--- src/rtl/core/tmpc_pkg.sv ---
package tmpc_pkg;

  // configuration register indexes
  localparam int unsigned CfgIdxW = 2;
  typedef enum logic [CfgIdxW-1:0] {
    CFG_REPEAT_PERIOD    = 2'd0,
    CFG_FAST_PERIOD      = 2'd1,
    CFG_IDLE_LIMIT       = 2'd2,
    CFG_MEASURE_INTERVAL = 2'd3
  } cfg_idx_e;

  // reset values of the configuration registers
  localparam logic [15:0] RepeatPeriodRst    = 16'd21;
  localparam logic [15:0] FastPeriodRst      = 16'd10;
  localparam logic [15:0] IdleLimitRst       = 16'd1000;
  localparam logic [15:0] MeasureIntervalRst = 16'd1000;

  // menu positions
  localparam logic [2:0] MENU_OFFSET = 3'd0;
  localparam logic [2:0] MENU_LOW    = 3'd1;
  localparam logic [2:0] MENU_HIGH   = 3'd2;
  localparam logic [2:0] MENU_SAVE   = 3'd3;
  localparam logic [2:0] MENU_TEMP   = 3'd4;

  // setting limits and reset values
  localparam logic [7:0] OffsetBottom = 8'd0;
  localparam logic [7:0] OffsetTop    = 8'd40;
  localparam logic [7:0] ThreshBottom = 8'd20;
  localparam logic [7:0] ThreshTop    = 8'd80;
  localparam logic [7:0] LowRst       = 8'd20;
  localparam logic [7:0] HighRst      = 8'd60;
  localparam logic [7:0] TextBase     = 8'd200;
  localparam logic [7:0] FastAfter    = 8'd10;

  // display letter codes
  localparam logic [4:0] DIG_S = 5'd5;
  localparam logic [4:0] DIG_T = 5'd10;
  localparam logic [4:0] DIG_O = 5'd11;
  localparam logic [3:0] DIG_ONE = 4'd1;
  localparam logic [3:0] DIG_TWO = 4'd2;
  localparam logic [3:0] DIG_F = 4'd12;
  localparam logic [3:0] DIG_D = 4'd13;

  typedef struct packed {
    logic       tick;
    logic       up_button;
    logic       set_button;
    logic       sample_ready;
    logic [7:0] sample_value;
  } item_t;

  typedef struct packed {
    logic [15:0] repeat_period;
    logic [15:0] fast_repeat_period;
    logic [15:0] menu_idle_limit;
    logic [15:0] measure_interval;
  } cfg_t;

  typedef struct packed {
    logic       pump_on;
    logic [4:0] digit_high;
    logic [3:0] digit_low;
    logic [2:0] menu_position;
    logic       edit_blink;
    logic       dot_enable;
    logic       dot_blink;
    logic       save_strobe;
  } result_t;

  typedef struct packed {
    logic [4:0] tens;
    logic [3:0] ones;
  } digits_t;

  // saturating tick counter increment
  function automatic logic [15:0] sat_inc16(logic [15:0] v);
    return (v == 16'hFFFF) ? v : v + 16'd1;
  endfunction

  // split an 8-bit value into tens and ones, reciprocal multiply by 205/2048
  function automatic digits_t split_dec(logic [7:0] v);
    logic [15:0] prod;
    logic [7:0]  rem;
    digits_t     d;
    prod   = {8'd0, v} * 16'd205;
    d.tens = prod[15:11];
    rem    = v - ({3'd0, d.tens} * 8'd10);
    d.ones = rem[3:0];
    return d;
  endfunction

  // left text of a menu entry
  function automatic logic [4:0] text_high(logic [1:0] idx);
    logic [4:0] c;
    case (idx)
      2'd0:    c = DIG_O;
      2'd1:    c = DIG_T;
      2'd2:    c = DIG_T;
      default: c = DIG_S;
    endcase
    return c;
  endfunction

  // right text of a menu entry
  function automatic logic [3:0] text_low(logic [1:0] idx);
    logic [3:0] c;
    case (idx)
      2'd0:    c = DIG_F;
      2'd1:    c = DIG_ONE;
      2'd2:    c = DIG_TWO;
      default: c = DIG_D;
    endcase
    return c;
  endfunction

endpackage

--- src/rtl/core/thermostat_menu_pump_controller_unit.sv ---
// an accepted item waits in the input register; its result is offered once registered in the result register
// throughput: one item per cycle, one result per item, while the output is not stalled
// a stalled output lets the input stage take one more item, then the input stalls
// reset: menu in temperature view, thresholds 20 and 60, offset and mean 0,
// configuration registers back to 21, 10, 1000, 1000, no item in flight
module thermostat_menu_pump_controller_unit (
  input  logic                         clk_i,
  input  logic                         rst_ni,
  input  logic                         cfg_we_i,
  input  logic [tmpc_pkg::CfgIdxW-1:0] cfg_idx_i,
  input  logic [15:0]                  cfg_wdata_i,
  input  logic                         in_valid_i,
  output logic                         in_stall_o,
  input  logic                         tick_i,
  input  logic                         up_button_i,
  input  logic                         set_button_i,
  input  logic                         sample_ready_i,
  input  logic [7:0]                   sample_value_i,
  output logic                         out_valid_o,
  input  logic                         out_stall_i,
  output logic                         pump_on_o,
  output logic [4:0]                   digit_high_o,
  output logic [3:0]                   digit_low_o,
  output logic [2:0]                   menu_position_o,
  output logic                         edit_blink_o,
  output logic                         dot_enable_o,
  output logic                         dot_blink_o,
  output logic                         save_strobe_o
);

  tmpc_pkg::cfg_t    cfg_q;
  tmpc_pkg::item_t   item_q;
  tmpc_pkg::result_t res, res_q;
  logic              s1_valid_q, s1_valid_d, out_valid_q, out_valid_d;
  logic              advance, accept;

  // configuration registers
  always_ff @(posedge clk_i or negedge rst_ni) begin
    if (!rst_ni) begin
      cfg_q.repeat_period      <= tmpc_pkg::RepeatPeriodRst;
      cfg_q.fast_repeat_period <= tmpc_pkg::FastPeriodRst;
      cfg_q.menu_idle_limit    <= tmpc_pkg::IdleLimitRst;
      cfg_q.measure_interval   <= tmpc_pkg::MeasureIntervalRst;
    end else if (cfg_we_i) begin
      case (tmpc_pkg::cfg_idx_e'(cfg_idx_i))
        tmpc_pkg::CFG_REPEAT_PERIOD:    cfg_q.repeat_period      <= cfg_wdata_i;
        tmpc_pkg::CFG_FAST_PERIOD:      cfg_q.fast_repeat_period <= cfg_wdata_i;
        tmpc_pkg::CFG_IDLE_LIMIT:       cfg_q.menu_idle_limit    <= cfg_wdata_i;
        tmpc_pkg::CFG_MEASURE_INTERVAL: cfg_q.measure_interval   <= cfg_wdata_i;
        default: ;
      endcase
    end
  end

  // pipeline handshake
  always_comb begin
    advance     = s1_valid_q && (!out_valid_q || !out_stall_i);
    in_stall_o  = s1_valid_q && !advance;
    accept      = in_valid_i && !in_stall_o;
    s1_valid_d  = accept || (s1_valid_q && !advance);
    out_valid_d = advance || (out_valid_q && out_stall_i);
  end

  always_ff @(posedge clk_i or negedge rst_ni) begin
    if (!rst_ni) begin
      s1_valid_q  <= 1'b0;
      out_valid_q <= 1'b0;
    end else begin
      s1_valid_q  <= s1_valid_d;
      out_valid_q <= out_valid_d;
    end
  end

  // input register
  always_ff @(posedge clk_i) begin
    if (accept) begin
      item_q.tick         <= tick_i;
      item_q.up_button    <= up_button_i;
      item_q.set_button   <= set_button_i;
      item_q.sample_ready <= sample_ready_i;
      item_q.sample_value <= sample_value_i;
    end
  end

  // control pass
  tmpc_engine u_engine (
    .clk_i  (clk_i),
    .rst_ni (rst_ni),
    .step_i (advance),
    .item_i (item_q),
    .cfg_i  (cfg_q),
    .res_o  (res)
  );

  // result register
  always_ff @(posedge clk_i) begin
    if (advance) begin
      res_q <= res;
    end
  end

  assign out_valid_o     = out_valid_q;
  assign pump_on_o       = res_q.pump_on;
  assign digit_high_o    = res_q.digit_high;
  assign digit_low_o     = res_q.digit_low;
  assign menu_position_o = res_q.menu_position;
  assign edit_blink_o    = res_q.edit_blink;
  assign dot_enable_o    = res_q.dot_enable;
  assign dot_blink_o     = res_q.dot_blink;
  assign save_strobe_o   = res_q.save_strobe;

  // a held item in the input stage is never dropped
  a_s1_hold: assert property (@(posedge clk_i) disable iff (!rst_ni)
    (s1_valid_q && !advance) |=> s1_valid_q)
    else $error("input stage item lost");

  // a finished result moves on only into a free or draining output
  a_no_overwrite: assert property (@(posedge clk_i) disable iff (!rst_ni)
    advance |-> (!out_valid_q || !out_stall_i))
    else $error("result register overwritten");

  // editing is never flagged from the temperature view
  a_blink_dot: assert property (@(posedge clk_i) disable iff (!rst_ni)
    out_valid_q |-> !(res_q.edit_blink && res_q.dot_enable))
    else $error("edit blink in temperature view");

endmodule

--- src/rtl/core/tmpc_engine.sv ---
module tmpc_engine (
  input  logic              clk_i,
  input  logic              rst_ni,
  input  logic              step_i,
  input  tmpc_pkg::item_t   item_i,
  input  tmpc_pkg::cfg_t    cfg_i,
  output tmpc_pkg::result_t res_o
);

  logic [7:0]  offset_q, offset_d, low_q, low_d, high_q, high_d, mean_q, mean_d;
  logic [2:0]  menu_q, menu_d;
  logic        edit_q, edit_d, due_q, due_d, fast_q, fast_d;
  logic [15:0] bticks_q, bticks_d, iticks_q, iticks_d, mticks_q, mticks_d;
  logic [7:0]  rcount_q, rcount_d;
  logic [4:0]  shown_high_q, shown_high_d;
  logic [3:0]  shown_low_q, shown_low_d;

  logic [15:0] bt1, it1, mt1, period;
  logic [2:0]  ms0, ms1;
  logic [8:0]  sum, nv, mean_sum;
  logic        stepped, save, pump, blink, dot, ed1;
  logic [7:0]  cur, lim_top, lim_bot, mean_diff;
  tmpc_pkg::digits_t dig;

  // next state for one pass
  always_comb begin
    offset_d     = offset_q;
    low_d        = low_q;
    high_d       = high_q;
    mean_d       = mean_q;
    edit_d       = edit_q;
    rcount_d     = rcount_q;
    fast_d       = fast_q;
    shown_high_d = shown_high_q;
    shown_low_d  = shown_low_q;
    stepped      = 1'b0;
    save         = 1'b0;
    blink        = 1'b0;
    ms1          = tmpc_pkg::MENU_TEMP;
    nv           = 9'd0;
    mean_sum     = {1'b0, mean_q} + {1'b0, item_i.sample_value};
    mean_diff    = mean_d - tmpc_pkg::TextBase;
    dig          = tmpc_pkg::split_dec(8'd0);

    // timer tick
    bt1 = item_i.tick ? tmpc_pkg::sat_inc16(bticks_q) : bticks_q;
    it1 = item_i.tick ? tmpc_pkg::sat_inc16(iticks_q) : iticks_q;
    mt1 = item_i.tick ? tmpc_pkg::sat_inc16(mticks_q) : mticks_q;

    // idle return to temperature view
    ms0 = (it1 >= cfg_i.menu_idle_limit) ? tmpc_pkg::MENU_TEMP : menu_q;
    if (ms0 > tmpc_pkg::MENU_TEMP) begin
      ms0 = tmpc_pkg::MENU_OFFSET;
    end

    // pump window
    sum  = {1'b0, offset_q} + {1'b0, mean_q};
    pump = (sum > {1'b0, low_q}) && (sum < {1'b0, high_q});

    // up button with auto-repeat
    bticks_d = bt1;
    period   = fast_q ? cfg_i.fast_repeat_period : cfg_i.repeat_period;
    if (item_i.up_button) begin
      if (bt1 >= period) begin
        bticks_d = 16'd0;
        stepped  = 1'b1;
        if (rcount_q != 8'hFF) begin
          rcount_d = rcount_q + 8'd1;
        end
        fast_d = rcount_d > tmpc_pkg::FastAfter;
      end
    end else begin
      fast_d   = 1'b0;
      rcount_d = 8'd0;
    end

    // set button toggles editing
    period = fast_d ? cfg_i.fast_repeat_period : cfg_i.repeat_period;
    ed1    = edit_q;
    if (item_i.set_button && (bticks_d >= period)) begin
      bticks_d = 16'd0;
      ed1      = !edit_q;
    end

    iticks_d = stepped ? 16'd0 : it1;
    dot      = (ms0 == tmpc_pkg::MENU_TEMP);
    if (dot) begin
      ed1 = 1'b0;
    end
    edit_d = ed1;

    // setting under edit
    case (ms0)
      tmpc_pkg::MENU_OFFSET: cur = offset_q;
      tmpc_pkg::MENU_LOW:    cur = low_q;
      default:               cur = high_q;
    endcase
    lim_top = (ms0 == tmpc_pkg::MENU_OFFSET) ? tmpc_pkg::OffsetTop : tmpc_pkg::ThreshTop;
    lim_bot = (ms0 == tmpc_pkg::MENU_OFFSET) ? tmpc_pkg::OffsetBottom
                                             : tmpc_pkg::ThreshBottom;

    // menu
    if (ed1) begin
      blink = 1'b1;
      if (ms0 == tmpc_pkg::MENU_SAVE) begin
        edit_d = 1'b0;
        save   = 1'b1;
        ms1    = tmpc_pkg::MENU_TEMP;
      end else begin
        ms1 = ms0;
        nv  = {1'b0, cur} + {8'd0, stepped};
        if (nv > {1'b0, lim_top}) begin
          nv = {1'b0, lim_bot};
        end
        case (ms0)
          tmpc_pkg::MENU_OFFSET: offset_d = nv[7:0];
          tmpc_pkg::MENU_LOW:    low_d    = nv[7:0];
          default:               high_d   = nv[7:0];
        endcase
        dig          = tmpc_pkg::split_dec(nv[7:0]);
        shown_high_d = dig.tens;
        shown_low_d  = dig.ones;
      end
    end else begin
      ms1 = stepped ? ms0 + 3'd1 : ms0;
      if (ms1 > tmpc_pkg::MENU_TEMP) begin
        ms1 = tmpc_pkg::MENU_OFFSET;
      end
      if (ms1 != tmpc_pkg::MENU_TEMP) begin
        shown_high_d = tmpc_pkg::text_high(ms1[1:0]);
        shown_low_d  = tmpc_pkg::text_low(ms1[1:0]);
      end else begin
        // running mean of accepted samples
        if (due_q && item_i.sample_ready) begin
          mean_d = (mean_q != 8'd0) ? mean_sum[8:1] : item_i.sample_value;
        end
        mean_diff = mean_d - tmpc_pkg::TextBase;
        if (mean_d < tmpc_pkg::TextBase) begin
          dig          = tmpc_pkg::split_dec(mean_d);
          shown_high_d = dig.tens;
          shown_low_d  = dig.ones;
        end else if (mean_diff < 8'd4) begin
          shown_high_d = tmpc_pkg::text_high(mean_diff[1:0]);
          shown_low_d  = tmpc_pkg::text_low(mean_diff[1:0]);
        end
      end
    end
    menu_d = ms1;

    // measurement scheduling
    mticks_d = mt1;
    due_d    = (!ed1 && (ms1 == tmpc_pkg::MENU_TEMP) && due_q && item_i.sample_ready)
               ? 1'b0 : due_q;
    if (mt1 >= cfg_i.measure_interval) begin
      mticks_d = 16'd0;
      due_d    = 1'b1;
    end

    res_o.pump_on       = pump;
    res_o.digit_high    = shown_high_d;
    res_o.digit_low     = shown_low_d;
    res_o.menu_position = menu_d;
    res_o.edit_blink    = blink;
    res_o.dot_enable    = dot;
    res_o.dot_blink     = pump;
    res_o.save_strobe   = save;
  end

  // state registers, updated once per item
  always_ff @(posedge clk_i or negedge rst_ni) begin
    if (!rst_ni) begin
      offset_q     <= tmpc_pkg::OffsetBottom;
      low_q        <= tmpc_pkg::LowRst;
      high_q       <= tmpc_pkg::HighRst;
      mean_q       <= 8'd0;
      menu_q       <= tmpc_pkg::MENU_TEMP;
      edit_q       <= 1'b0;
      bticks_q     <= 16'd0;
      iticks_q     <= 16'd0;
      mticks_q     <= 16'd0;
      due_q        <= 1'b1;
      rcount_q     <= 8'd0;
      fast_q       <= 1'b0;
      shown_high_q <= 5'd0;
      shown_low_q  <= 4'd0;
    end else if (step_i) begin
      offset_q     <= offset_d;
      low_q        <= low_d;
      high_q       <= high_d;
      mean_q       <= mean_d;
      menu_q       <= menu_d;
      edit_q       <= edit_d;
      bticks_q     <= bticks_d;
      iticks_q     <= iticks_d;
      mticks_q     <= mticks_d;
      due_q        <= due_d;
      rcount_q     <= rcount_d;
      fast_q       <= fast_d;
      shown_high_q <= shown_high_d;
      shown_low_q  <= shown_low_d;
    end
  end

  // settings stay inside their wrap ranges
  a_offset_range: assert property (@(posedge clk_i) disable iff (!rst_ni)
    offset_q <= tmpc_pkg::OffsetTop)
    else $error("offset setting out of range");

  a_thresh_range: assert property (@(posedge clk_i) disable iff (!rst_ni)
    (low_q >= tmpc_pkg::ThreshBottom) && (low_q <= tmpc_pkg::ThreshTop) &&
    (high_q >= tmpc_pkg::ThreshBottom) && (high_q <= tmpc_pkg::ThreshTop))
    else $error("threshold out of range");

  // menu never leaves its five positions
  a_menu_range: assert property (@(posedge clk_i) disable iff (!rst_ni)
    menu_q <= tmpc_pkg::MENU_TEMP)
    else $error("menu position out of range");

  // a save always returns to the temperature view and ends editing
  a_save_exit: assert property (@(posedge clk_i) disable iff (!rst_ni)
    (step_i && res_o.save_strobe) |=> (menu_q == tmpc_pkg::MENU_TEMP) && !edit_q)
    else $error("save did not leave edit mode");

endmodule
--- config.mk ---
export PLATFORM = sky130hd
export DESIGN_NAME = thermostat_menu_pump_controller_unit
export DESIGN_NICKNAME = d
export VERILOG_FILES = /design/src/rtl/core/tmpc_pkg.sv /design/src/rtl/core/thermostat_menu_pump_controller_unit.sv /design/src/rtl/core/tmpc_engine.sv
export SDC_FILE = /design/constraint.sdc
export NUM_CORES = 1
export LEC_CHECK = 0
export BUFFER_PORTS_ARGS = -buffer_cell sky130_fd_sc_hd__buf_4
export CELL_PAD_IN_SITES_DETAIL_PLACEMENT = 1
export CELL_PAD_IN_SITES_GLOBAL_PLACEMENT = 1
export CORE_AREA = 8 8 178 180
export CTS_CLUSTER_SIZE = 24
export DETAILED_ROUTE_END_ITERATION = 7
export DIE_AREA = 0 0 186 188
export MAX_ROUTING_LAYER = met4
export PLACE_DENSITY = 0.86
export SLEW_MARGIN = 40
export SYNTH_ARGS = -nofsm -noshare
export SYNTH_HDL_FRONTEND = slang
export SYNTH_SLANG_ARGS = --single-unit
--- constraint.sdc ---
create_clock -name clk_i -period 23.1 [get_ports clk_i]
set_input_delay 6.93 -clock clk_i [delete_from_list [all_inputs] [get_ports clk_i]]
set_output_delay 6.93 -clock clk_i [all_outputs]
set_load 0.1 [all_outputs]
Word level (Yosys, flattened, before mapping):

Index checks and enable logic that the tools add are counted.

* word-level logic and storage cells: 179
* input bits: 35
* flip-flop bits (word level): 197
* output and inout bits: 19

* $mul: 4
* $lt $le $gt $ge: 12
* reduce and logical (&&, ||, !) cells: 38
* bitwise logic cells: 4
* add/subtract/negate cells: 11
* equality and inequality tests: 17
* mux-type cells: 61

Operators by type and width (number)
* $mux 16: 13
* $mux 8: 12
* $ge 16x16->1: 4
* $add 16x1->16 const B: 3
* $eq 16x16->1 const B: 3
* $mul 8x8->16 const B: 2
* $mux 5: 6
* $pmux 4 s3: 2
* $mux 3: 7
* $mux 4: 5
* $add 8x8->9: 2
* $pmux 4 s2: 2
* $pmux 8 s2: 1
* $mux 1: 12
* $reduce_and 2->1: 6
* $reduce_and 4->1: 3
* $logic_and 1x1->1: 10
* $mul 5x3->3 const B: 2
* $add 8x1->9: 1
* $gt 9x7->1: 1
* $gt 9x8->1: 1
* $lt 9x8->1: 1
* $add 8x1->8 const B: 1
* $eq 2x2->1 const B: 4
* 24 further kinds: 43

Depth between registers and ports, before layout:

* depth in word-level cells: 26
* gate-level depth with buffers: 57

Modules after synthesis:

From an unflattened synthesis, not the netlist that was laid out.

* cells, all modules: 1616
* area, all modules: 15717.6 µm²

Modules (own cells, without submodules)
* tmpc_engine: instances 1, cells each 1443, area each 12328.1 µm², seq. area each 2587.5 µm²
* thermostat_menu_pump_controller_unit: instances 1, cells each 173, area each 3389.5 µm², seq. area each 2543.7 µm²

Worst setup path after synthesis:

No wires, ideal clock.

* path type: input port to output port
* start: input port out_stall_i
* end: output port in_stall_o
* data arrival time: 7.675 ns
* stages: 2
* setup slack: 8.495 ns
* cells stage by stage: nand3_1 inv_1

* longest elaborated chain between the ends: 5

RTL lines
* from (decl): RTL line thermostat_menu_pump_controller_unit.sv:20 `input logic out_stall_i,`
* $logic_not 1->1: RTL line thermostat_menu_pump_controller_unit.sv:57 `advance = s1_valid_q && (!out_valid_q || !out_stall_i);`
* $logic_or 1x1->1: RTL line thermostat_menu_pump_controller_unit.sv:57
* $logic_and 1x1->1: RTL line thermostat_menu_pump_controller_unit.sv:57
* $logic_not 1->1: RTL line thermostat_menu_pump_controller_unit.sv:58 `in_stall_o = s1_valid_q && !advance;`
* $logic_and 1x1->1: RTL line thermostat_menu_pump_controller_unit.sv:58
* to (decl): RTL line thermostat_menu_pump_controller_unit.sv:13 `output logic in_stall_o,`

Every way passes these cells.

Worst setup path after layout:

Same ends and word-level chain as after synthesis.

==> impl_summary.txt <==
----------------------------------------------------
[Synthesis]
  Dominant synthesized flop cell ... sky130_fd_sc_hd__dfrtp_1
  Average footprint of a synthesized cell ... 9.54 µm²
  Synthesized-area fraction occupied by xor and xnor cells ... 0.0421
  Gate count after technology mapping ... 1604
  Number of enable flip-flop cells after synthesis ... 28
  Adder and majority gate portion of the synthesized area ... 0.201
  Portion of netlist area occupied by mux cells ... 0.0846
  Compound-Gate Fraction of Synth Area ... 0.148
  Combinational family with the most area after synthesis ... adder cells
  Sequential fraction of the synthesis area ... 0.333
  Post-Synth Simple-Gate Area ... 0.142
  Netlist area before placement ... 15300 µm²
  Yosys warns ... 0
  Post-synthesis sequential element count ... between 150 and 200
  Post-synth cell types ... 95
  Async set or reset register ratio after synthesis ... 0.858

[Critical path]
  Element type at the critical path start ... primary input
  Reg2Reg Depth ... 54
  Critical Path End Type ... output pin
  Required time at the worst-slack endpoint ... 16.17 ns
  Worst Path Max Fanout ... 3
  Setup CP Type ... in -> out
  RR Endpoint ... u_engine.shown_low_q[3]
  Slack of the worst reg-to-reg path ... 9.31 ns
  Crit path arrival time ... 7.51 ns
  R2r startpoint ... u_engine.iticks_q[0]

[GRT]
  Number of antenna violations at the first check in global routing ... 0
  Global Route Usage Sum ... 0.268
  First-pass GRT wire length ... around 73000 µm
  Largest net degree at the start of global routing ... 101
  Vias in the first global route ... around 14000
  Overflow after GRT ... 0

[CTS]
  Register clock-pin slew on the reported worst setup and hold paths ... approximately 0.070 ns
  Clock root buffer ... sky130_fd_sc_hd__clkbuf_16
  Clk_lat worst skew ... 0.47 ns
  Clock Path Buffers ... 2
  Total of cells resized after clock tree synthesis ... 0
  Post-CTS setup buffer count ... 0
  TritonCTS buffer count ... 17
  Number of hold-repair buffers added at the cts stage ... 0
  Number of H-tree levels ... 4
  CTS Sinks ... 197
  CTS tree ... yes

[Placed design]
  RD Place Congestion ... 0.825
  Placed wire-length estimate ... between 30000 and 40000 µm
  Number of I/O port buffers ... 53
  Total placed instance area ... 16100 µm²

[Min path]
  Number of cells on the worst hold path ... 1
  Hold path start ... cfg_q[14]
  Min-delay worst type ... reg -> reg
  Worst-case hold path end point ... cfg_q[14]

[Drt]
  # DRC ... 0
  Average vias per placed instance ... 6.14
  Final WL ... 44400 µm
  Wirelength per Cell ... 21.6 µm
  Number of DRC markers after the initial detailed-route iteration ... between 700 and 800
  Via count ... 12601
  Number of nets with antenna violations after routing ... 0
  1st-pass router iterations ... 5

[Floorplanning]
  Die height ... 188 µm
  Core region area ... 29000 µm²
  # rows ... 63
  Initial Utilization ... 0.528
  Area of the die ... between 30000 and 40000 µm²
  Top-level I/O count ... 54
  Overall die width ... 186 µm

[Pwr]
  Part of the power in the clock network ... 0.107
  Net switching share of the total power ... 0.502
  Combinational power share ... 0.700
  Part of the power in registers ... 0.192
  Leak ... 8.15 nW
  Net switching power ... 1.42 mW
  Internal power of the cells ... about 1.4 mW
  Pwr dens ... between 150 and 200 nW/µm²
  VDD IR max ... approximately 240 µV

[Timing]
  Max Freq ... 69.3 MHz
  Min Clock Period, post-route ... around 14 ns
  Slew Limit Headroom ... 0.439
  Pin slew with the least headroom to its limit ... 0.833 ns
  Worst-case clock skew ... 0.0164 ns
  Final setup violation count ... 0
  Hold Vio Cnt, Final ... 0
  Setup repair after global routing missed its margin ... no
  Accumulated negative setup slack ... 0 ns
  Post-route fraction of the period consumed by the critical path ... 0.625
  Final number of max-transition violations ... 0

[Run]
  Number of max-capacitance violations reported ... 0

[Layout]
  Share of final-layout standard cells stronger than drive strength 1 ... 0.146
  Cell area after layout ... around 17000 µm²
  Most frequent cells in the layout ... sky130_fd_sc_hd__ha_1 (204), sky130_fd_sc_hd__nand2_1 (160), sky130_fd_sc_hd__inv_1 (151), sky130_fd_sc_hd__dfrtp_1 (144), sky130_fd_sc_hd__o21ai_0 (108)
  Final #Nets ... 1914
  Area delta synth->final ... 9.43%
  Total of fill cells in the finished design ... 3396
  Count of antenna diodes in the layout ... 0
  Most common cell after layout, fill and taps aside ... sky130_fd_sc_hd__ha_1

[Run status]
  Outcome ... complete, no violations

----------------------------------------------------
==> flip-flops by register name, summed over array words and instances, names as in the netlist, 4 cells and up <==
| name | count |
|---|---|
| cfg_q | 64 |
| digit_low_o | 4 |
| u_engine.offset_q | 8 |
| u_engine.shown_high_q | 5 |
| u_engine.mean_q | 8 |
| u_engine.mticks_q | 16 |
| digit_high_o | 5 |
| u_engine.rcount_q | 8 |
| u_engine.high_q | 8 |
| u_engine.shown_low_q | 4 |
| u_engine.low_q | 8 |
| item_q | 12 |
| u_engine.iticks_q | 16 |
| u_engine.bticks_q | 16 |
==> power groups by stage <==
stage / clock network, mW / registers [mW] / logic [mW]
detailed placement: 0 / 0.547 / 1.94
floorplan: 0 / 0.609 / 1.35
finish: 0.304 / 0.544 / 1.98
global route: 0.316 / 0.553 / 2.19
global placement: 0 / 0.541 / 1.82
CTS: 0.307 / 0.542 / 1.99
==> worst max-delay path: stages <==
cell and delay (ns):
sky130_fd_sc_hd__buf_4 0.08, sky130_fd_sc_hd__nand3_1 0.10, sky130_fd_sc_hd__inv_1 0.09, sky130_fd_sc_hd__buf_4 0.29
==> per-stage QoR <==
| step | total power [mW] | utilization | hold slack [ns] | worst slack (ns) | cells |
|---|---|---|---|---|---|
| floorplan | 1.96 | - | 0.455 | 8.50 | 1608 |
| CTS | 2.84 | 0.576 | 0.512 | 8.65 | 2051 |
| finish | 2.83 | 0.577 | 0.510 | 8.66 | 2052 |
| global placement | 2.36 | 0.555 | 0.469 | 8.66 | 2017 |
| detailed placement | 2.49 | 0.557 | 0.491 | 8.65 | 2019 |
| global route | 3.06 | 0.577 | 0.531 | 8.48 | 2052 |
==> synthesized netlist by cell type (all sizes together), types with 6 or more instances <==
| cell | count | area (µm²) |
|---|---|---|
| ha | 204 | 2550 |
| nand2 | 163 | 622 |
| inv | 152 | 571 |
| dfrtp | 144 | 3600 |
| o21ai | 114 | 571 |
| nor2 | 94 | 360 |
| mux2 | 83 | 935 |
| a21oi | 70 | 350 |
| xnor2 | 49 | 429 |
| nand3 | 46 | 230 |
| mux2i | 36 | 360 |
| clkbuf | 32 | 121 |
| nand4 | 29 | 181 |
| a21o | 28 | 211 |
| edfxtp | 28 | 841 |
| nor3 | 28 | 145 |
| fa | 26 | 521 |
| dfstp | 25 | 657 |
| xor2 | 22 | 193 |
| a22o | 16 | 140 |
| and3 | 16 | 103 |
| nand2b | 15 | 93.8 |
| nor2b | 15 | 93.8 |
| a31oi | 13 | 96.3 |
| and2 | 13 | 81.3 |
| o21a | 12 | 90.1 |
| buf | 10 | 65.1 |
| o211ai | 10 | 80.1 |
| o31ai | 8 | 78.8 |
| a211oi | 7 | 52.6 |
| a22oi | 7 | 57.6 |
| and4 | 6 | 52.6 |
==> worst max-delay path by stage <==
stage / from / endpoint / depth (start not counted)
2_1_floorplan: out_stall_i / in_stall_o / 2
3_3_place_gp: out_stall_i / in_stall_o / 4
3_5_place_dp: out_stall_i / in_stall_o / 4
4_1_cts: out_stall_i / in_stall_o / 4
5_1_grt: u_engine.iticks_q[0] / u_engine.shown_low_q[3] / 54
6_report: out_stall_i / in_stall_o / 4
==> per-layer routing <==
metal	up-vias	track usage	wire (µm)
li1	5792	-	-
met3	124	0.0337	1450
met1	6369	0.304	18300
met5	-	-	0
met4	0	0.122	1840
met2	316	0.464	22800
==> final cells by class <==
class / count / area (µm²) / share of cell area
sequential: 197 / 5100 / 0.305
timing repair buffer: 64 / 512 / 0.0305
clock inverter: 13 / 139 / 0.00829
inverter: 154 / 578 / 0.0345
multi-input combinational: 1215 / 9500 / 0.567
tap: 390 / 488 / 0.0291
clock buffer: 19 / 433 / 0.0258
==> logic make-up (layout without fill, tap and decap cells) <==
group                    Yosys count  after routing
AO/OA/AOI/OAI                    339            339
XOR/XNOR                          72             72
adder cells (fa/ha/maj)          230            230
buffers and inverters            196            250
flip-flops                       197            197
multiplexers                     119            119
other                              1              5
AND/OR/NAND/NOR                  450            450
No activity file was read; power rests on OpenSTA's default activity.
